<file path="src/swaa_pkg.sv">
// Shared types, widths and codes for the sensor window average alarm block.
package swaa_pkg;

    localparam int ID_W   = 16;
    localparam int TEMP_W = 16;
    localparam int TS_W   = 32;
    localparam int SUM_W  = 21;
    localparam int CNT_W  = 5;
    localparam int PROD_W = TEMP_W + CNT_W + 1;
    localparam int HELD_W = 3;

    localparam logic CMD_LOAD   = 1'b0;
    localparam logic CMD_SAMPLE = 1'b1;

    localparam logic REG_MIN_TEMP = 1'b0;
    localparam logic REG_MAX_TEMP = 1'b1;

    localparam logic [1:0] ST_OK      = 2'd0;
    localparam logic [1:0] ST_UNKNOWN = 2'd1;
    localparam logic [1:0] ST_FULL    = 2'd2;

    typedef struct packed {
        logic                     vld;
        logic                     cmd;
        logic                     done;
        logic [ID_W-1:0]          sid;
        logic [ID_W-1:0]          rid;
        logic signed [TEMP_W-1:0] temp;
        logic [TS_W-1:0]          ts;
        logic [ID_W-1:0]          room;
        logic signed [SUM_W-1:0]  sum;
        logic [CNT_W-1:0]         cnt;
        logic [TS_W-1:0]          newest;
    } pkt_t;

    function automatic logic signed [SUM_W-1:0] sext_sum(input logic signed [TEMP_W-1:0] v);
        sext_sum = {{(SUM_W-TEMP_W){v[TEMP_W-1]}}, v};
    endfunction

endpackage

</file>
<file path="src/swaa_div.sv">
// Restoring divider, one quotient bit a cycle, truncating toward zero.
module swaa_div (
    input  logic                               clk,
    input  logic                               rst_n,
    input  logic                               start,
    input  logic signed [swaa_pkg::SUM_W-1:0]  dividend,
    input  logic [swaa_pkg::CNT_W-1:0]         divisor,
    output logic                               done,
    output logic signed [swaa_pkg::TEMP_W-1:0] quotient
);

    localparam int N   = swaa_pkg::SUM_W;
    localparam int CW  = swaa_pkg::CNT_W;
    localparam int STW = $clog2(N);

    logic            busy_reg;
    logic            done_reg;
    logic [STW-1:0]  step_reg;
    logic [N-1:0]    quo_reg;
    logic [CW-1:0]   rem_reg;
    logic [CW-1:0]   div_reg;
    logic            neg_reg;
    logic [CW:0]     trial;
    logic [CW:0]     diff;
    logic            ge;
    logic [swaa_pkg::TEMP_W-1:0] mag;

    assign trial = {rem_reg, quo_reg[N-1]};
    assign ge    = (trial >= {1'b0, div_reg});
    assign diff  = trial - {1'b0, div_reg};
    assign mag   = quo_reg[swaa_pkg::TEMP_W-1:0];

    always_ff @(posedge clk or negedge rst_n)
    begin
        if (!rst_n)
        begin
            busy_reg <= 1'b0;
            done_reg <= 1'b0;
            step_reg <= '0;
        end
        else
        begin
            done_reg <= 1'b0;
            if (start)
            begin
                busy_reg <= 1'b1;
                step_reg <= '0;
            end
            else if (busy_reg)
            begin
                step_reg <= step_reg + STW'(1);
                if (step_reg == STW'(N - 1))
                begin
                    busy_reg <= 1'b0;
                    done_reg <= 1'b1;
                end
            end
        end
    end

    always_ff @(posedge clk)
    begin
        if (start)
        begin
            quo_reg <= dividend[N-1] ? N'(-dividend) : N'(dividend);
            neg_reg <= dividend[N-1];
            div_reg <= divisor;
            rem_reg <= '0;
        end
        else if (busy_reg)
        begin
            quo_reg <= {quo_reg[N-2:0], ge};
            rem_reg <= ge ? diff[CW-1:0] : trial[CW-1:0];
        end
    end

    assign done     = done_reg;
    assign quotient = neg_reg ? -$signed(mag) : $signed(mag);

endmodule

</file>
<file path="config.mk">
export PLATFORM = sky130hd
export DESIGN_NAME = swaa_div
export DESIGN_NICKNAME = d
export VERILOG_FILES = /design/src/swaa_pkg.sv /design/src/swaa_div.sv
export SDC_FILE = /design/constraint.sdc
export NUM_CORES = 1
export LEC_CHECK = 0
export ABC_AREA = 1
export BUFFER_PORTS_ARGS = -buffer_cell sky130_fd_sc_hd__buf_2
export CORE_MARGIN = 4
export CORE_UTILIZATION = 59
export DETAILED_ROUTE_END_ITERATION = 7
export GPL_TIMING_DRIVEN = 1
export PLACE_DENSITY = 0.83
export SYNTH_ARGS = -nofsm -noshare
export SYNTH_HDL_FRONTEND = slang
export SYNTH_SLANG_ARGS = --single-unit
export TNS_END_PERCENT = 50
</file>
<file path="constraint.sdc">
create_clock -name clk -period 4.1 [get_ports clk]
set_input_delay 0.205 -clock clk [delete_from_list [all_inputs] [get_ports clk]]
set_output_delay 0.205 -clock clk [all_outputs]
set_load 0.01 [all_outputs]
</file>
## Word level (Yosys, flattened, before mapping)

Cells that the tools add are included.

| storage, ports and cells | value |
|---|---|
| register bits | 39 |
| input port bits | 29 |
| output and inout bits | 17 |
| word-level logic and storage cells | 27 |

| cells by class | value |
|---|---|
| $add $sub $neg | 4 |
| magnitude comparators | 1 |
| eq/ne operators | 1 |
| muxes and demuxes | 13 |
| reduce and logical (&&, ||, !) cells | 1 |

Operator list:

| kind | count |
|---|---|
| $mux W21 | 3 |
| $neg A21 Y21 | 1 |
| $mux W16 | 1 |
| $neg A16 Y16 | 1 |
| $mux W5 | 3 |
| $ge A6 B5 Y1 | 1 |
| $mux W1 | 6 |
| $add A5 B1 Y5 const B | 1 |
| $eq A5 B5 Y1 const B | 1 |
| $sub A5 B5 Y5 | 1 |
| $reduce_bool A2 Y1 | 1 |

## Logic depth before layout (Yosys ltp)

| depth | value |
|---|---|
| depth after elaboration | 4 |
| gate-level depth with buffers | 11 |
| mapped depth without buffers | 11 |

## Worst setup path after synthesis

Ideal clock, no wire load.

| path | value |
|---|---|
| path type | reg2reg |
| from | register quo_reg[20] |
| to | register quo_reg[0] (data pin) |
| setup time | 0.260 ns |
| data arrival time | 1.442 ns |
| data required time | 3.840 ns |
| setup slack | 2.398 ns |
| stages on the path, launching flop included | 11 |
| buffers on the path | 0 |
| clock period less this slack | 1.702 ns |
| path through | edfxtp_1 > inv_1 > ha_1 > inv_1 > fa_1 > nand3_1 > nand2_1 > nand2_1 > nand2_2 > nand2_1 > o21ai_0 |

| on the way | value |
|---|---|
| longest elaborated chain between the ends | 3 |

RTL lines:

| item | RTL line | RTL |
|---|---|---|
| start: declaration | swaa_div.sv:19 | `logic [N-1:0] quo_reg;` |
| start signal: assignment | swaa_div.sv:65 | `quo_reg <= dividend[N-1] ? N'(-dividend) : N'(dividend);` |
| start signal: assignment | swaa_div.sv:72 | `quo_reg <= {quo_reg[N-2:0], ge};` |
| $ge A6 B5 Y1 | swaa_div.sv:29 | `assign ge = (trial >= {1'b0, div_reg});` |
| $mux W21 | swaa_div.sv:70 | `else if (busy_reg)` |
| $mux W21 | swaa_div.sv:63 | `if (start)` |

Every way passes these cells. The select of a mux whose other input is x is not followed.
A chain may end at the register's enable or synchronous reset.

## Worst setup path in the final report

| path | value |
|---|---|
| from | register quo_reg[0] |
| to | output quotient[14] (netlist bit) |

| on the way | value |
|---|---|
| longest elaborated chain between the ends | 2 |

RTL lines:

| item | RTL line | RTL |
|---|---|---|
| $neg A16 Y16 | swaa_div.sv:78 | `assign quotient = neg_reg ? -$signed(mag) : $signed(mag);` |
| $mux W16 | swaa_div.sv:78 |  |
| end: declaration | swaa_div.sv:9 | `output logic signed [swaa_pkg::TEMP_W-1:0] quotient` |

Every way passes these cells.

==> flow_metrics.tcl <==
set metrics [dict create \
    status "finished clean" \
    ir_drop_mv 0.247 \
    clock.fmax_ghz 0.507 \
    fin_skew_ps 7.68 \
    hp-class "input pin to register" \
    vias 2538 \
    start_kind "register" \
    track_usage_pct 21.4 \
    routed.top_layer "met4" \
    cts_tree "built" \
    gp_congestion 0.841 \
    fin_crit_sh_pct 48.1 \
    crit_path_max_incr_delay_ps 390 \
    port-buffer-count 45 \
    hold_violations 0 \
    wl_um 5930 \
    grt_pass1_vias 2386 \
    routedWlPerCell_um 12.8 \
    synth_cell_types 32 \
    grt_pass1_wl_um 10500 \
    finalWorstSetupSlack_ps 2130 \
    initial_utilization_pct 62.0 \
    area_delta_synth_final_pct 13.4 \
    met1_length_um 2660 \
    drive_above_1_share_pct 19.4 \
    synth_area_leaders "edfxtp_1 (30%), nand2_1 (14%), nand3_1 (7.0%)" \
    relSlewSlack_pct 42.1 \
    cts_made_buffers 5 \
    fin_hold_ws_ps 72.0 \
    cp_common_cell "nand2_1" \
    path_cells "inv_1 > ha_1 > nand4_1 > nor2_2 > nand2_1 > nand2_2 > nand2_1 > nand2_1 > nand2_1 > buf_2" \
    core_area_um2 4410 \
    crit_type "register to primary output" \
    critical_path_peak_fanout 3 \
    clk_pin_slew_ps 90 \
    finalPower_w 0.00131 \
    place_ws_ps 2130 \
    postLayoutCellArea_um2 3100 \
    avgSynthCellArea_um2 7.45 \
    fin_nets 450 \
    synth_area_leader_cell "edfxtp_1" \
    io_pins 46 \
    required_ps 3890 \
    crit_path_top_delay_cell "edfxtp_1" \
    synth-seq-cells 39 \
    tightest_slew_ps 868 \
    fillCellCount 388 \
    die-area_um2 5790 \
    p_leak_nw 1.49 \
    clock_latency_ps 300 \
    die_h_um 76.1 \
    drtAntennaViolNets 0 \
    synth_warnings 0 \
    place_area_um2 2980 \
    dr.pass1.iters 4 \
    rsz0062_at_grt "false" \
    drt-initial-drc-count 191 \
    synth_top_cell_area_share_pct 29.6 \
    clock_sinks 39 \
    arrival_ps 1770 \
    dp_hpwl_um 4490 \
    die_w_um 76.1 \
    vias_per_cell 5.47 \
    max_cap_viol_count 0 \
    largest_reg_flops 21 \
    syn-cell-area_um2 2740 \
    syn_inst 367 \
    clock_tree.root_cell "clkbuf_8" \
    synth_fp_nets 406 \
    clk_path_buf_depth 2 \
    drc 0 \
    setup_viol_count_final 0 \
    grt_overflow 0 \
    wl_met2_um 2840 \
    seq_area_frac_synth_pct 39.7 \
    antenna_cells 0 \
    endpoint_kind "primary output" \
    fin_crit_ps 1970 \
    worst_r2r_path_depth 10 \
    power.density_nw_per_um2 424 \
    antenna_found_initial 0 \
    dr_wl_met3_um 308 \
    cts_max_level 2 \
    finalSetupTns_ps 0 \
    rows 24 \
    grt_max_degree 33 \
    slew_violations 0 \
    holdPathStages 1 \
]
-- stage by stage --
step                      cells  util [%]
final                       464      70.3
after global routing        464      70.3
after CTS                   464      70.3
after detailed placement    455      67.4
after global placement      455      67.4
after floorplan             367         -
-- synthesized netlist by cell type --
cell type,number
ha_1,9
nor4_1,1
o21ai_0,17
fa_1,1
nand3_1,38
buf_2,4
nor2_1,32
o31ai_1,1
edfxtp_1,27
dfrtp_1,7
nand4_1,2
nand3_2,1
nor3_1,2
inv_1,37
clkbuf_1,2
o21ai_2,1
buf_4,3
a31oi_1,1
nand3b_1,3
nand2_2,7
nor2_2,8
xnor2_1,6
o22ai_1,1
xor2_1,12
inv_2,7
a21oi_1,14
dfxtp_1,5
o21ai_1,8
o211ai_1,4
nor2_4,3
nand2_1,102
a21boi_1,1
-- cell type report --
class                           instances  area [um^2]  share of cell area, %
Sequential cell                        39         1090                   35.0
Multi-Input combinational cell        275         1430                   46.2
Inverter                               44          165                   5.32
Clock inverter                          3         47.5                   1.53
Clock buffer                            5         68.8                   2.22
Timing Repair Buffer                   46          235                   7.58
Tap cell                               52         65.1                   2.10
-- worst max-delay path, delay by kind of cell, from the launching register on --
family,cells,cell delay [ps]
flops,1,390
simple gates,7,620
buf+inv,2,250
fa+ha+maj,1,210
-- metal layers --
| layer | vias up | track usage (%) |
|---|---|---|
| li1 | 1284 | - |
| met1 | 1183 | 27.6 |
| met2 | 58 | 35.7 |
| met3 | 13 | 4.14 |
| met4 | 0 | 7.69 |
| met5 | - | 0 |
-- what timing repair did --
action / CTS / global route
hold buffers: 1 / 0
endpoints found under the hold margin: 7 / 0
buffers inserted: 0 / 0
resized for setup: 0 / 0
-- logic make-up (layout without fill, tap and decap cells) --
kind of cell	count (synthesis)	after routing	synth area share, %
buffers and inverters	53	98	7.87
adder cells (fa/ha/maj)	10	10	4.85
AND/OR/NAND/NOR	199	199	32.3
XOR/XNOR	18	18	5.76
AO/OA/AOI/OAI	48	48	9.56
flip-flops	39	39	39.7
-- placed cells by master (no fill, tap or decap), types with 2 or more instances in the layout --
cell      instances
xnor2_1           6
nand3_1          38
nor2_1           32
o211ai_1          4
inv_1            37
dfrtp_1           7
nor2_4            3
nand2_1         102
edfxtp_1         27
ha_1              9
nand3b_1          3
xor2_1           12
a21oi_1          14
nor2_2            8
o21ai_0          17
dfxtp_1           5
o21ai_1           8
nand4_1           2
nand2_2           7
buf_2            45
clkbuf_8          5
inv_2             7
nor3_1            2
-- power by group --
part | total [W] | internal (W) | switching [W]
clock | 0.000338 | 0.000185 | 0.000153
combinational | 0.000441 | 0.000177 | 0.000264
sequential | 0.000536 | 0.000488 | 0.0000477
-- worst paths after layout --
path / to / slack (ps) / start
setup reg to reg: quo_reg[0]$_DFFE_PP_ / 2170 / quo_reg[20]$_DFFE_PP_
hold reg to reg: step_reg[3]$_DFFE_PN0P_ / 480 / step_reg[3]$_DFFE_PN0P_
max in group asynchronous: step_reg[0]$_DFFE_PN0P_ / 3690 / rst_n
min in group asynchronous: step_reg[1]$_DFFE_PN0P_ / 260 / rst_n
setup / recovery: quotient[14] / 2130 / quo_reg[0]$_DFFE_PP_
hold / removal: div_reg[1]$_DFFE_PP_ / 70 / divisor[1]
Power figures use the tool's default switching activity.
