`src/swaa_pkg.sv`:
```
// Shared types, widths and codes for the sensor window average alarm block.
package swaa_pkg;

    localparam int ID_W   = 16;
    localparam int TEMP_W = 16;
    localparam int TS_W   = 32;
    localparam int SUM_W  = 21;
    localparam int CNT_W  = 5;
    localparam int PROD_W = TEMP_W + CNT_W + 1;
    localparam int HELD_W = 3;

    localparam logic CMD_LOAD   = 1'b0;
    localparam logic CMD_SAMPLE = 1'b1;

    localparam logic REG_MIN_TEMP = 1'b0;
    localparam logic REG_MAX_TEMP = 1'b1;

    localparam logic [1:0] ST_OK      = 2'd0;
    localparam logic [1:0] ST_UNKNOWN = 2'd1;
    localparam logic [1:0] ST_FULL    = 2'd2;

    typedef struct packed {
        logic                     vld;
        logic                     cmd;
        logic                     done;
        logic [ID_W-1:0]          sid;
        logic [ID_W-1:0]          rid;
        logic signed [TEMP_W-1:0] temp;
        logic [TS_W-1:0]          ts;
        logic [ID_W-1:0]          room;
        logic signed [SUM_W-1:0]  sum;
        logic [CNT_W-1:0]         cnt;
        logic [TS_W-1:0]          newest;
    } pkt_t;

    function automatic logic signed [SUM_W-1:0] sext_sum(input logic signed [TEMP_W-1:0] v);
        sext_sum = {{(SUM_W-TEMP_W){v[TEMP_W-1]}}, v};
    endfunction

endpackage

```
`src/swaa_cell.sv`:
```
// One table entry: sensor id, room, sample window and running sum.
module swaa_cell #(
    parameter int WINDOW = 5
) (
    input  logic            clk,
    input  logic            rst_n,
    input  swaa_pkg::pkt_t  pkt_in,
    output swaa_pkg::pkt_t  pkt_out
);

    localparam int CW = $clog2(WINDOW + 1);

    logic                                   used_reg;
    logic [swaa_pkg::ID_W-1:0]              sid_reg;
    logic [swaa_pkg::ID_W-1:0]              rid_reg;
    logic [CW-1:0]                          cnt_reg;
    logic [CW-1:0]                          cnt_next;
    logic [swaa_pkg::TS_W-1:0]              newest_reg;
    logic [swaa_pkg::TS_W-1:0]              newest_next;
    logic signed [swaa_pkg::SUM_W-1:0]      sum_reg;
    logic signed [swaa_pkg::SUM_W-1:0]      sum_next;
    logic signed [swaa_pkg::TEMP_W-1:0]     win_reg [WINDOW];
    logic signed [swaa_pkg::TEMP_W-1:0]     win_next [WINDOW];
    logic signed [swaa_pkg::TEMP_W-1:0]     drop;
    swaa_pkg::pkt_t                         pkt_reg;
    swaa_pkg::pkt_t                         pkt_next;
    logic                                   hit_load;
    logic                                   hit_smp;
    logic                                   full;

    assign hit_load = pkt_in.vld && !pkt_in.done && (pkt_in.cmd == swaa_pkg::CMD_LOAD)
                      && !used_reg;
    assign hit_smp  = pkt_in.vld && !pkt_in.done && (pkt_in.cmd == swaa_pkg::CMD_SAMPLE)
                      && used_reg && (sid_reg == pkt_in.sid);
    assign full     = (cnt_reg == CW'(WINDOW));
    assign cnt_next = full ? cnt_reg : cnt_reg + CW'(1);
    assign drop     = full ? win_reg[0] : '0;
    assign sum_next = sum_reg + swaa_pkg::sext_sum(pkt_in.temp) - swaa_pkg::sext_sum(drop);
    assign newest_next = (pkt_in.ts > newest_reg) ? pkt_in.ts : newest_reg;

    // shift out the oldest when full, otherwise append at the fill position
    for (genvar j = 0; j < WINDOW; j++) begin : g_win
        if (j < WINDOW - 1) begin : g_mid
            always_comb
            begin
                if (full)
                begin
                    win_next[j] = win_reg[j+1];
                end
                else if (cnt_reg == CW'(j))
                begin
                    win_next[j] = pkt_in.temp;
                end
                else
                begin
                    win_next[j] = win_reg[j];
                end
            end
        end else begin : g_last
            always_comb
            begin
                if (full || (cnt_reg == CW'(j)))
                begin
                    win_next[j] = pkt_in.temp;
                end
                else
                begin
                    win_next[j] = win_reg[j];
                end
            end
        end
    end

    always_comb
    begin
        pkt_next = pkt_in;
        if (hit_load)
        begin
            pkt_next.done   = 1'b1;
            pkt_next.room   = pkt_in.rid;
            pkt_next.sum    = '0;
            pkt_next.cnt    = '0;
            pkt_next.newest = '0;
        end
        else if (hit_smp)
        begin
            pkt_next.done   = 1'b1;
            pkt_next.room   = rid_reg;
            pkt_next.sum    = sum_next;
            pkt_next.cnt    = swaa_pkg::CNT_W'(cnt_next);
            pkt_next.newest = newest_next;
        end
    end

    always_ff @(posedge clk or negedge rst_n)
    begin
        if (!rst_n)
        begin
            pkt_reg    <= '0;
            used_reg   <= 1'b0;
            cnt_reg    <= '0;
            newest_reg <= '0;
        end
        else
        begin
            pkt_reg <= pkt_next;
            if (hit_load)
            begin
                used_reg   <= 1'b1;
                cnt_reg    <= '0;
                newest_reg <= '0;
            end
            else if (hit_smp)
            begin
                cnt_reg    <= cnt_next;
                newest_reg <= newest_next;
            end
        end
    end

    always_ff @(posedge clk)
    begin
        if (hit_load)
        begin
            sid_reg <= pkt_in.sid;
            rid_reg <= pkt_in.rid;
            sum_reg <= '0;
        end
        else if (hit_smp)
        begin
            sum_reg <= sum_next;
            win_reg <= win_next;
        end
    end

    assign pkt_out = pkt_reg;

endmodule

```
`config.mk`:
```
export PLATFORM = sky130hd
export DESIGN_NAME = swaa_cell
export DESIGN_NICKNAME = d
export VERILOG_FILES = /design/src/swaa_pkg.sv /design/src/swaa_cell.sv
export SDC_FILE = /design/constraint.sdc
export NUM_CORES = 1
export LEC_CHECK = 0
export BUFFER_PORTS_ARGS = -buffer_cell sky130_fd_sc_hd__clkbuf_2
export CAP_MARGIN = 0
export CORE_ASPECT_RATIO = 0.6
export CORE_UTILIZATION = 50
export CTS_CLUSTER_SIZE = 24
export DETAILED_ROUTE_END_ITERATION = 7
export PLACE_DENSITY = 0.86
export SLEW_MARGIN = 0
export SYNTH_ARGS = -nofsm -noshare
export SYNTH_HDL_FRONTEND = slang
export SYNTH_SLANG_ARGS = --single-unit
```
`constraint.sdc`:
```
create_clock -name clk -period 4.9 [get_ports clk]
set_input_delay 1.47 -clock clk [delete_from_list [all_inputs] [get_ports clk]]
set_output_delay 1.47 -clock clk [all_outputs]
set_load 0.005 [all_outputs]
```
# Yosys cells after proc, flatten, opt, wreduce, memory -nomap -nowiden
# Index checks and enable logic that the tools add are counted.
# word_totals
reg_bits	326
inputBits	159
output_inout_bits	157
word_cells	73
# classes
add_sub_neg	3
order_cmp	1
eq_ne	6
mux	19
bitwise	2
reduce_logical	20
# op_table
cell	count
74-bit 2-to-1 mux	2
16-bit 2-to-1 mux	9
32-bit 2-to-1 mux	3
32-bit > comparator	1
21-bit by 16-bit adder with 21-bit output	1
21-bit by 16-bit subtractor with 21-bit output	1
16-bit == test	1
3-bit AND reduction	5
2-bit nonzero test	5
3-bit 2-to-1 mux	3
3-bit by 2-bit == test with 1-bit output (second input constant)	2
3-bit == test (second input constant)	2
1-bit logical AND	6
3-bit by 1-bit adder with 3-bit output (second input constant)	1
3-bit by 1-bit == test with 1-bit output (second input constant)	1
3-bit logical NOT	1
1-bit logical NOT	2
1-bit 2-to-1 mux	2
1-bit NOT	2
1-bit logical OR	1

# Longest topological paths before layout
# Gate-level depths: netlist (run 1).
# logic_depth
ltp_word	7
ltp_mapped	17
mapped_depth_nobuf	15

# Least setup slack after synthesis (run 1)
# Ideal clock, no wire load.
# synth_timing
kind	input port to flip-flop
startpoint	input port pkt_in[148] (netlist bit)
endpoint	register win_reg[16] (netlist bit), enable pin
setup_time_ns	0.394
arrival_ns	3.651
required_ns	4.506
slack_ns	0.854
path_stages	7
path_buffers	3
path_cell_list	xor2_1 -> or3_4 -> or3_1 -> clkbuf_1 -> buf_2 -> buf_6 -> a21oi_1
# synth_between
elab_chain_cells	3
# synth_rtl
element	line_no	source
from (decl)	swaa_cell.sv:7	input swaa_pkg::pkt_t pkt_in,
16-bit == test	swaa_cell.sv:34	&& used_reg && (sid_reg == pkt_in.sid);
1-bit logical AND	swaa_cell.sv:34	
3-bit AND reduction (no source line)	--	
to (signal assigned)	swaa_cell.sv:132	win_reg <= win_next;
to (decl)	swaa_cell.sv:22	logic signed [swaa_pkg::TEMP_W-1:0] win_reg [WINDOW];
# No other way between the ends.
# A chain may end at the register's enable or synchronous reset.

==> results of run 1 <==
## metal layers
layer	global-route usage	wire length, µm	up-vias	part of all wire
li1	-	-	5125	-
met1	0.371	17300	5302	0.45
met2	0.390	17100	459	0.45
met3	0.0604	2910	55	0.076
met4	0.0637	839	0	0.022
met5	0	0	-	0
## final timing paths
path	startpoint	slack, ps	endpoint
max in group asynchronous	rst_n	3080	pkt_out[150]
worst max-delay path	cnt_reg[1]	760	pkt_out[57]
worst min register to register	sum_reg[2]	450	sum_reg[2]
worst min-delay path	sum_reg[2]	450	sum_reg[2]
min in group asynchronous	rst_n	950	pkt_out[120]
worst max register to register	cnt_reg[1]	760	pkt_out[57]
## layout make-up
| type | count | area (µm²) | share of cell area |
|---|---|---|---|
| Multi-Input combinational cell | 818 | 5140 | 0.296 |
| Tap cell | 367 | 459 | 0.0264 |
| Antenna cell | 1 | 2.50 | 0.000144 |
| Clock buffer | 38 | 822 | 0.0472 |
| Timing Repair Buffer | 341 | 1810 | 0.104 |
| Clock inverter | 18 | 131 | 0.00755 |
| Inverter | 113 | 425 | 0.0244 |
| Sequential cell | 326 | 8610 | 0.495 |
## cell families (layout without fill, tap and decap cells)
group                    after synthesis  in the layout  share of synthesized area
XOR/XNOR                              32             32                     0.0194
buffers and inverters                175            510                     0.0497
multiplexers                          36             36                     0.0249
flip-flops                           326            326                      0.596
AND/OR/NAND/NOR                      440            440                      0.135
adder cells (fa/ha/maj)               78             78                     0.0779
AO/OA/AOI/OAI                        232            232                     0.0970
other                                  0              1                          0
## metrics by stage
stage / worst slack (ps) / util / hold slack, ps / cells
final: 760 / 0.622 / 450 / 2022
after global routing: 487 / 0.622 / 470 / 2022
after CTS: 804 / 0.622 / 452 / 2021
after detailed placement: 538 / 0.588 / 435 / 1965
after global placement: 552 / 0.588 / 429 / 1965
after floorplan: 854 / - / 422 / 1319
## placed cells by master, fill, tap and decap left out, types with 5 or more instances in the layout
master	count
clkbuf_2	314
nand2_1	270
edfxtp_1	112
ha_1	58
inv_1	112
o211ai_1	5
xnor2_1	14
nor4_1	7
buf_4	24
nand3_1	74
fa_1	20
dfrtp_1	193
clkinv_2	8
o21ai_0	43
clkbuf_16	31
nand4_1	10
dfxtp_1	21
a211oi_1	6
clkbuf_1	5
nor2_1	28
o21ai_1	43
nand2b_1	6
a21o_1	15
a22oi_1	17
and2_1	6
a21oi_1	74
xor2_1	18
mux2i_1	36
and3_1	18
## power groups by stage
stage | Combinational (µW) | Sequential, µW | Clock (µW)
6_report | 550 | 2910 | 2300
5_1_grt | 607 | 2910 | 2440
4_1_cts | 549 | 2910 | 2340
3_5_place_dp | 545 | 2960 | 0
3_3_place_gp | 531 | 2960 | 0
2_1_floorplan | 253 | 2970 | 0
## tightest hold or removal path: cells and delay by family (launching register included)
family | cells | cell delay, ps
flops | 1 | 310
simple gates | 2 | 90
==> results.py, run 1 <==
metrics = {
    "floorplan": {
        "ioPinCount": 316,
        "rows": 47,
        "dieArea_um2": 29600,
        "die_h_um": 134,
        "dieWidth_um": 222,
        "core_area_um2": 28000,
        "start_util": 0.517,
    },
    "synthesis": {
        "synth_largest_area_cell": "dfrtp_1",
        "syn_avg_cell_area_um2": 11.0,
        "syn_area_um2": 14500,
        "synth_top_cells_by_count": "270 x nand2_1, 193 x dfrtp_1, 112 x edfxtp_1, 112 x inv_1",
        "ys_warn_count": 0,
        "synth.distinct_cells": 56,
        "synth.most_common_cell": "nand2_1",
        "synth_cells": 1319,
        "async_flop_share": 0.592,
        "seq_area_frac_synth": 0.596,
        "synthTopCellsByArea": "dfrtp_1 33%, edfxtp_1 23%, nand2_1 7.0%",
        "synth_seq_cells": 326,
        "synth_edf_count": 112,
        "synth_ff_type": "dfrtp_1",
        "syn_nets": 1556,
        "synth_top_area_frac": 0.334,
    },
    "timing": {
        "timing.final.crit_period_ps": 4140,
        "worst_pin_slew_ps": 790,
        "skew_ps": 23.4,
        "finalSetupViolations": 0,
        "timing.final.hold_violations": 0,
        "rsz0062_at_grt": "no",
        "final-max-slew-violation-count": 0,
        "maxSlewHeadroom": 0.473,
        "fin_crit_sh": 0.845,
        "fmax_ghz": 0.242,
        "setup_tns_ps": 0,
    },
    "setup_path": {
        "worstPathArrival_ps": 4600,
        "critPathMaxFanout": 19,
        "cp_slowest_stage_delay_ps": 620,
        "path_cells": "inv_1 -> ha_1 -> and2_2 -> nand2_1 -> inv_1 -> fa_1 -> inv_1 -> ha_1 -> a21oi_1 -> o21ai_0 -> a221o_1 -> nand3_1 -> o211ai_1 -> mux2i_1 -> nand2_1",
        "path_class": "flip-flop to flip-flop",
        "critical_path_depth": 15,
        "required_ps": 5360,
        "critPathTopFamily": "adder cells",
        "worst-path-buf-inv": 3,
        "reg2reg_depth": 15,
        "slowest_stage": "ha_1",
        "end_kind": "flip-flop",
        "crit_top_cell": "inv_1",
        "worstSetupStartpointType": "flip-flop",
    },
    "clock_network": {
        "clock_sinks": 326,
        "clkTransAtPathRegs_ps": 70,
        "holdBufCountCts": 0,
        "cts_max_level": 1,
        "cts_setup_buffers": 0,
        "cts_buffer_depth": 3,
        "cts_resized": 0,
        "numCtsBuffers": 30,
        "worstSkewPairLatency_ps": 570,
        "cts_tree": "yes",
        "cts_root_buf": "clkbuf_16",
    },
    "global_route": {
        "overflow": 0,
        "grt_pass1_vias": 10982,
        "antenna_found_initial": 1,
        "grt_pass1_wl_um": 59400,
        "grt_use_total": 0.256,
        "grt_max_degree": 94,
    },
    "power_and_ir_drop": {
        "switching_share": 0.243,
        "power_uw": 5760,
        "p_comb_frac": 0.095,
        "internal_power_uw": 4360,
        "ir_drop_uv": 288,
        "p_clk_frac": 0.399,
        "sequentialPowerShare": 0.505,
        "power_density_nw_per_um2": 331,
        "p_leak_uw": 0.00825,
        "switchingPower_uw": 1400,
    },
    "placed_design": {
        "place_area_um2": 16400,
        "place_congestion": 0.927,
        "portBuffers": 315,
        "dp_hpwl_um": 27300,
    },
    "cells_and_area": {
        "final_nets": 1867,
        "postLayoutCellArea_um2": 17400,
        "largest_reg_flops": 157,
        "fillCellCount": 2228,
        "synthToLayoutAreaGrowth_pct": 20.4,
        "drive_gt1_frac": 0.244,
    },
    "detailed_routing": {
        "routedWlPerCell_um": 18.9,
        "drt-total-wl_um": 38100,
        "first_iter_violations": 972,
        "num_vias": 10941,
        "viasPerCell": 5.41,
        "antenna_left": 0,
        "first_pass_iters": 5,
        "post-route-drc-count": 0,
    },
    "min_path": {
        "hold_path.class": "flip-flop to flip-flop",
        "hold_depth": 2,
    },
    "outcome": {
        "status": "completed",
    },
    "flow_run": {
        "drv_cap": 0,
    },
}
No activity file was read; power rests on OpenSTA's default activity.
==> run 2: changes to the inputs <==
clock period = 4.29 ns   (was 4.9 ns; I/O delays follow)
==> run 2 against run 1 <==
Against the previous run: worst hold slack lost 7.8 ps; first-iteration DRC count shrank 8.0%; sequential share of layout area shrank 0.13 points; clock-buffer cell count shrank 1; via count grew 1.6%; total power grew 15%; sequential power grew 14%; sequential cell count is the same; design area grew 0.27%; combinational power grew 16%; maximum frequency grew 4.5%; critical path depth shrank 3.
==> results.py, run 2 (same netlist as run 1, synthesis figures left out) <==
metrics = {
    "clock_network": {
        "numCtsBuffers": 29,
        "cts_buffer_depth": 3,
        "cts_max_level": 1,
        "cts_tree": "yes",
        "worstSkewPairLatency_ps": 560,
        "holdBufCountCts": 0,
        "clkTransAtPathRegs_ps": 70,
        "clock_sinks": 326,
        "cts_root_buf": "clkbuf_16",
    },
    "detailed_routing": {
        "post-route-drc-count": 0,
        "num_vias": 11115,
        "antenna_left": 0,
        "viasPerCell": 5.49,
        "first_iter_violations": 894,
        "drt-total-wl_um": 38400,
        "first_pass_iters": 5,
        "routedWlPerCell_um": 19.0,
    },
    "timing": {
        "final-max-slew-violation-count": 0,
        "skew_ps": 10.1,
        "timing.final.hold_violations": 0,
        "worst_pin_slew_ps": 1070,
        "timing.final.crit_period_ps": 3960,
        "finalSetupViolations": 0,
        "maxSlewHeadroom": 0.290,
        "fin_crit_sh": 0.923,
        "rsz0062_at_grt": "no",
        "setup_tns_ps": 0,
        "fmax_ghz": 0.252,
    },
    "floorplan": {
        "dieArea_um2": 29600,
        "die_h_um": 134,
        "core_area_um2": 28000,
        "dieWidth_um": 222,
        "rows": 47,
        "ioPinCount": 316,
        "start_util": 0.517,
    },
    "cells_and_area": {
        "drive_gt1_frac": 0.245,
        "final_common_cell": "clkbuf_2",
        "regArea_um2": 8610,
        "fillCellCount": 2194,
        "mostFrequentLayoutCells": "314 x clkbuf_2, 270 x nand2_1, 193 x dfrtp_1",
        "multi_input_area_um2": 5150,
        "synthToLayoutAreaGrowth_pct": 20.7,
        "final_nets": 1871,
        "largest_reg_flops": 157,
        "final_cells": 2025,
    },
    "setup_path": {
        "crit_top_cell": "o211ai_1",
        "slowest_stage": "fa_1",
        "cp_slowest_stage_delay_ps": 480,
        "required_ps": 4740,
        "worst-path-buf-inv": 1,
        "end_kind": "flip-flop",
        "worstPathArrival_ps": 4410,
        "critical_path_depth": 12,
        "r2r_start": "cnt_reg[1]",
        "critPathLaunch": "cnt_reg[1]",
        "path_class": "flip-flop to flip-flop",
        "reg2reg_depth": 12,
        "path_cells": "inv_1 -> ha_2 -> and3_1 -> fa_1 -> fa_1 -> nor2b_1 -> o211ai_1 -> a21boi_1 -> o211ai_1 -> o211ai_1 -> mux2i_1 -> nand2_1",
        "critPathMaxFanout": 19,
        "critPathTopFamily": "adder cells",
        "r2r_slack_ps": 330,
        "endpoint": "sum_reg[20]",
        "regToRegEndpoint": "sum_reg[20]",
        "worstSetupStartpointType": "flip-flop",
    },
    "power_and_ir_drop": {
        "power_density_nw_per_um2": 380,
        "internal_power_uw": 5070,
        "power_uw": 6640,
        "sequentialPowerShare": 0.500,
        "switchingPower_uw": 1570,
        "switching_share": 0.237,
        "p_comb_frac": 0.096,
        "p_leak_uw": 0.00827,
        "ir_drop_uv": 343,
        "p_clk_frac": 0.403,
    },
    "min_path": {
        "hold_path.class": "flip-flop to flip-flop",
    },
    "flow_run": {
        "drv_cap": 0,
    },
    "global_route": {
        "grt_pass1_wl_um": 60200,
        "grt_max_degree": 110,
        "grt_use_total": 0.258,
        "overflow": 0,
        "grt_pass1_vias": 11083,
        "antenna_found_initial": 1,
    },
    "placed_design": {
        "place_inst": 1970,
        "portBuffers": 315,
        "dp_hpwl_um": 27000,
        "place_congestion": 0.925,
    },
    "outcome": {
        "status": "completed",
    },
}
==> run 2: cell count changes in the layout (fill, tap and decap cells not counted) <==
cell        delta
buf_4          +5
bufinv_16      +3
clkbuf_1       +2
clkbuf_16      -2
clkinv_4       -2
clkbuf_8       -1
clkinv_1       -1
clkinv_2       -1
clkinvlp_4     +1
ha_1           -1
ha_2           +1
inv_6          -1
==> run 2: power by group through the flow <==
stage	clock network, µW	registers (µW)	logic, µW
floorplan	0	3390	288
global placement	0	3380	614
detailed placement	0	3380	631
CTS	2720	3320	637
global route	2830	3330	704
finish	2680	3320	639
==> run 2: how the worst min path moves through the flow <==
stage / from / endpoint / cells after the start
2_1_floorplan: sum_reg[10] / sum_reg[10] / 2
3_3_place_gp: sum_reg[9] / sum_reg[9] / 2
3_5_place_dp: sum_reg[2] / sum_reg[2] / 2
4_1_cts: sum_reg[2] / sum_reg[2] / 2
5_1_grt: sum_reg[2] / sum_reg[2] / 2
6_report: sum_reg[2] / sum_reg[2] / 2
==> run 2: stage by stage <==
step                      worst slack (ps)  hold WS [ps]  utilization  area (µm²)
after CTS                              181           446        0.623       17400
after detailed placement              61.1           436        0.589       16500
after floorplan                        427           422            -       14500
after global placement                 132           429        0.589       16500
after global routing                  58.8           469        0.623       17500
final                                  329           442        0.623       17500
==> run 2: layout make-up <==
class | count | share of cell area
Multi-Input combinational cell | 818 | 0.295
Sequential cell | 326 | 0.494
Clock inverter | 17 | 0.0111
Antenna cell | 1 | 0.000143
Tap cell | 367 | 0.0263
Timing Repair Buffer | 346 | 0.106
Inverter | 113 | 0.0244
Clock buffer | 37 | 0.0439
==> run 2: tightest hold or removal path: cells and delay by family, from the launching register on <==
family / cells / cell delay (ps)
simple gates: 2 / 90
flops: 1 / 310
==> run 2: layer usage <==
metal  routed length, µm  track usage  vias up
met5                   0            0        -
met4                 845       0.0671        0
met3                3170       0.0618       56
met2               17400        0.400      499
met1               16900        0.367     5445
li1                    -            -     5115
==> run 2: repair_timing <==
action                     CTS  global route
resized for setup            0             1
buffers inserted             0             0
hold endpoints to repair     0             0
setup endpoints to repair    0             6
==> run 3: changes to the inputs <==
SETUP_SLACK_MARGIN = 0.5   (was not set)
==> run 3 against run 2 <==
Against the previous run: clock power barely moved; sequential cell count unchanged; final cell count increased by 0.15%; sequential share of layout area decreased by 0.13 points; routed wire length shrank 0.14%; die area is the same; sequential power about the same; global-route usage about the same; non-clock buffer count is 3 higher; worst hold slack barely moved; total power about the same; worst setup slack better by 340 ps.
==> results.py, run 3 (same netlist as run 1, synthesis figures left out) <==
metrics = {
    "clock_network": {
        "clock_sinks": 326,
        "cts_root_buf": "clkbuf_16",
        "clkTransAtPathRegs_ps": 60,
        "cts_max_level": 1,
        "holdBufCountCts": 0,
        "cts_buffer_depth": 3,
        "cts_tree": "yes",
        "worstSkewPairLatency_ps": 560,
        "numCtsBuffers": 29,
    },
    "power_and_ir_drop": {
        "ir_drop_uv": 342,
        "p_leak_uw": 0.00828,
        "p_comb_frac": 0.097,
        "switching_share": 0.236,
        "power_density_nw_per_um2": 380,
        "p_clk_frac": 0.403,
        "internal_power_uw": 5070,
        "switchingPower_uw": 1570,
        "sequentialPowerShare": 0.500,
    },
    "setup_path": {
        "r2r_start": "cnt_reg[1]",
        "regToRegEndpoint": "pkt_out[45]",
        "path_class": "flip-flop to flip-flop",
        "required_ps": 4710,
        "critPathLaunch": "cnt_reg[1]",
        "worstSetupStartpointType": "flip-flop",
        "end_kind": "flip-flop",
        "endpoint": "pkt_out[45]",
        "reg2reg_depth": 13,
        "worstPathArrival_ps": 4040,
        "r2r_slack_ps": 670,
        "critPathMaxFanout": 17,
    },
    "global_route": {
        "grt_pass1_wl_um": 60200,
        "grt_pass1_vias": 11080,
        "overflow": 0,
        "grt_max_degree": 110,
        "antenna_found_initial": 1,
        "grt_use_total": 0.258,
    },
    "floorplan": {
        "dieWidth_um": 222,
        "rows": 47,
        "core_area_um2": 28000,
        "die_h_um": 134,
        "dieArea_um2": 29600,
        "start_util": 0.517,
        "ioPinCount": 316,
    },
    "timing": {
        "maxSlewHeadroom": 0.296,
        "final-max-slew-violation-count": 0,
        "fin_crit_sh": 0.844,
        "rsz0062_at_grt": "yes",
        "setup_tns_ps": 0,
        "finalSetupViolations": 0,
        "timing.final.hold_violations": 0,
        "timing.final.crit_period_ps": 3620,
        "worst_pin_slew_ps": 1060,
        "skew_ps": 11.5,
        "fmax_ghz": 0.276,
    },
    "placed_design": {
        "place_area_um2": 16500,
        "place_congestion": 0.925,
        "portBuffers": 315,
        "dp_hpwl_um": 27000,
    },
    "cells_and_area": {
        "mostFrequentLayoutCells": "314 x clkbuf_2, 270 x nand2_1, 192 x dfrtp_1",
        "drive_gt1_frac": 0.249,
        "postLayoutCoreUtil": 0.625,
        "postLayoutCellArea_um2": 17500,
        "final_nets": 1874,
        "final_common_cell": "clkbuf_2",
        "synthToLayoutAreaGrowth_pct": 21.0,
        "largest_reg_flops": 157,
    },
    "detailed_routing": {
        "post-route-drc-count": 0,
        "first_iter_violations": 991,
        "wl_met2_um": 17400,
        "drt-total-wl_um": 38400,
        "routedWlPerCell_um": 18.9,
        "wl_met1_um": 16800,
        "antenna_left": 0,
        "top_layer": "met4",
        "first_pass_iters": 5,
        "num_vias": 11135,
        "viasPerCell": 5.49,
        "met3_length_um": 3270,
    },
    "outcome": {
        "status": "completed",
    },
    "min_path": {
        "hold_path.class": "flip-flop to flip-flop",
    },
    "flow_run": {
        "drv_cap": 0,
    },
}
-- run 3: timing repair --
action                                  CTS  global route
endpoints found under the setup margin   20            21
buffers inserted                          0             3
gates resized for setup                   2             6
pin swaps                                 0             2
-- run 3: power groups by stage --
stage | clock, µW | combinational (µW) | sequential, µW
after floorplan | 0 | 288 | 3390
after global placement | 0 | 614 | 3380
after detailed placement | 0 | 631 | 3380
after CTS | 2720 | 637 | 3320
after global routing | 2830 | 710 | 3330
final | 2680 | 643 | 3320
-- run 3: layer usage --
| metal | global-route usage | up-vias |
|---|---|---|
| li1 | - | 5121 |
| met1 | 0.368 | 5421 |
| met2 | 0.400 | 531 |
| met3 | 0.0618 | 62 |
| met4 | 0.0671 | 0 |
| met5 | 0 | - |
-- run 3: final cells by class --
class,instances,area (µm²)
repair buffers,349,1870
inverters,113,425
diodes,1,2.50
clock buffers,37,766
clock inverters,17,194
well taps,367,459
multi-input cells,818,5170
fillers,2191,10500
flip-flops and latches,326,8610
-- run 3: worst min path at each step --
stage	start	endpoint	slack [ps]	cells after the start
floorplan	sum_reg[10]	sum_reg[10]	420	2
global placement	sum_reg[9]	sum_reg[9]	430	2
detailed placement	sum_reg[2]	sum_reg[2]	440	2
CTS	sum_reg[2]	sum_reg[2]	450	2
global route	sum_reg[2]	sum_reg[2]	470	2
finish	sum_reg[2]	sum_reg[2]	440	2
-- run 3: per-stage QoR --
stage	power, µW	std cells	worst slack (ps)	hold slack (ps)
2_1_floorplan	3680	1319	427	422
3_3_place_gp	3990	1970	132	429
3_5_place_dp	4020	1970	61.1	436
4_1_cts	6680	2024	534	446
5_1_grt	6870	2028	429	469
6_report	6640	2028	667	442
-- run 3: worst max-delay path, cell delays in order (launching register included) --
cell	delay (ps)
dfrtp_1	420
inv_1	130
ha_4	270
and3_1	240
fa_1	470
fa_1	480
nor2b_1	180
o211ai_1	140
a21boi_2	310
buf_4	160
nor2_1	50
o21ai_0	250
xnor2_1	230
o21ai_0	120
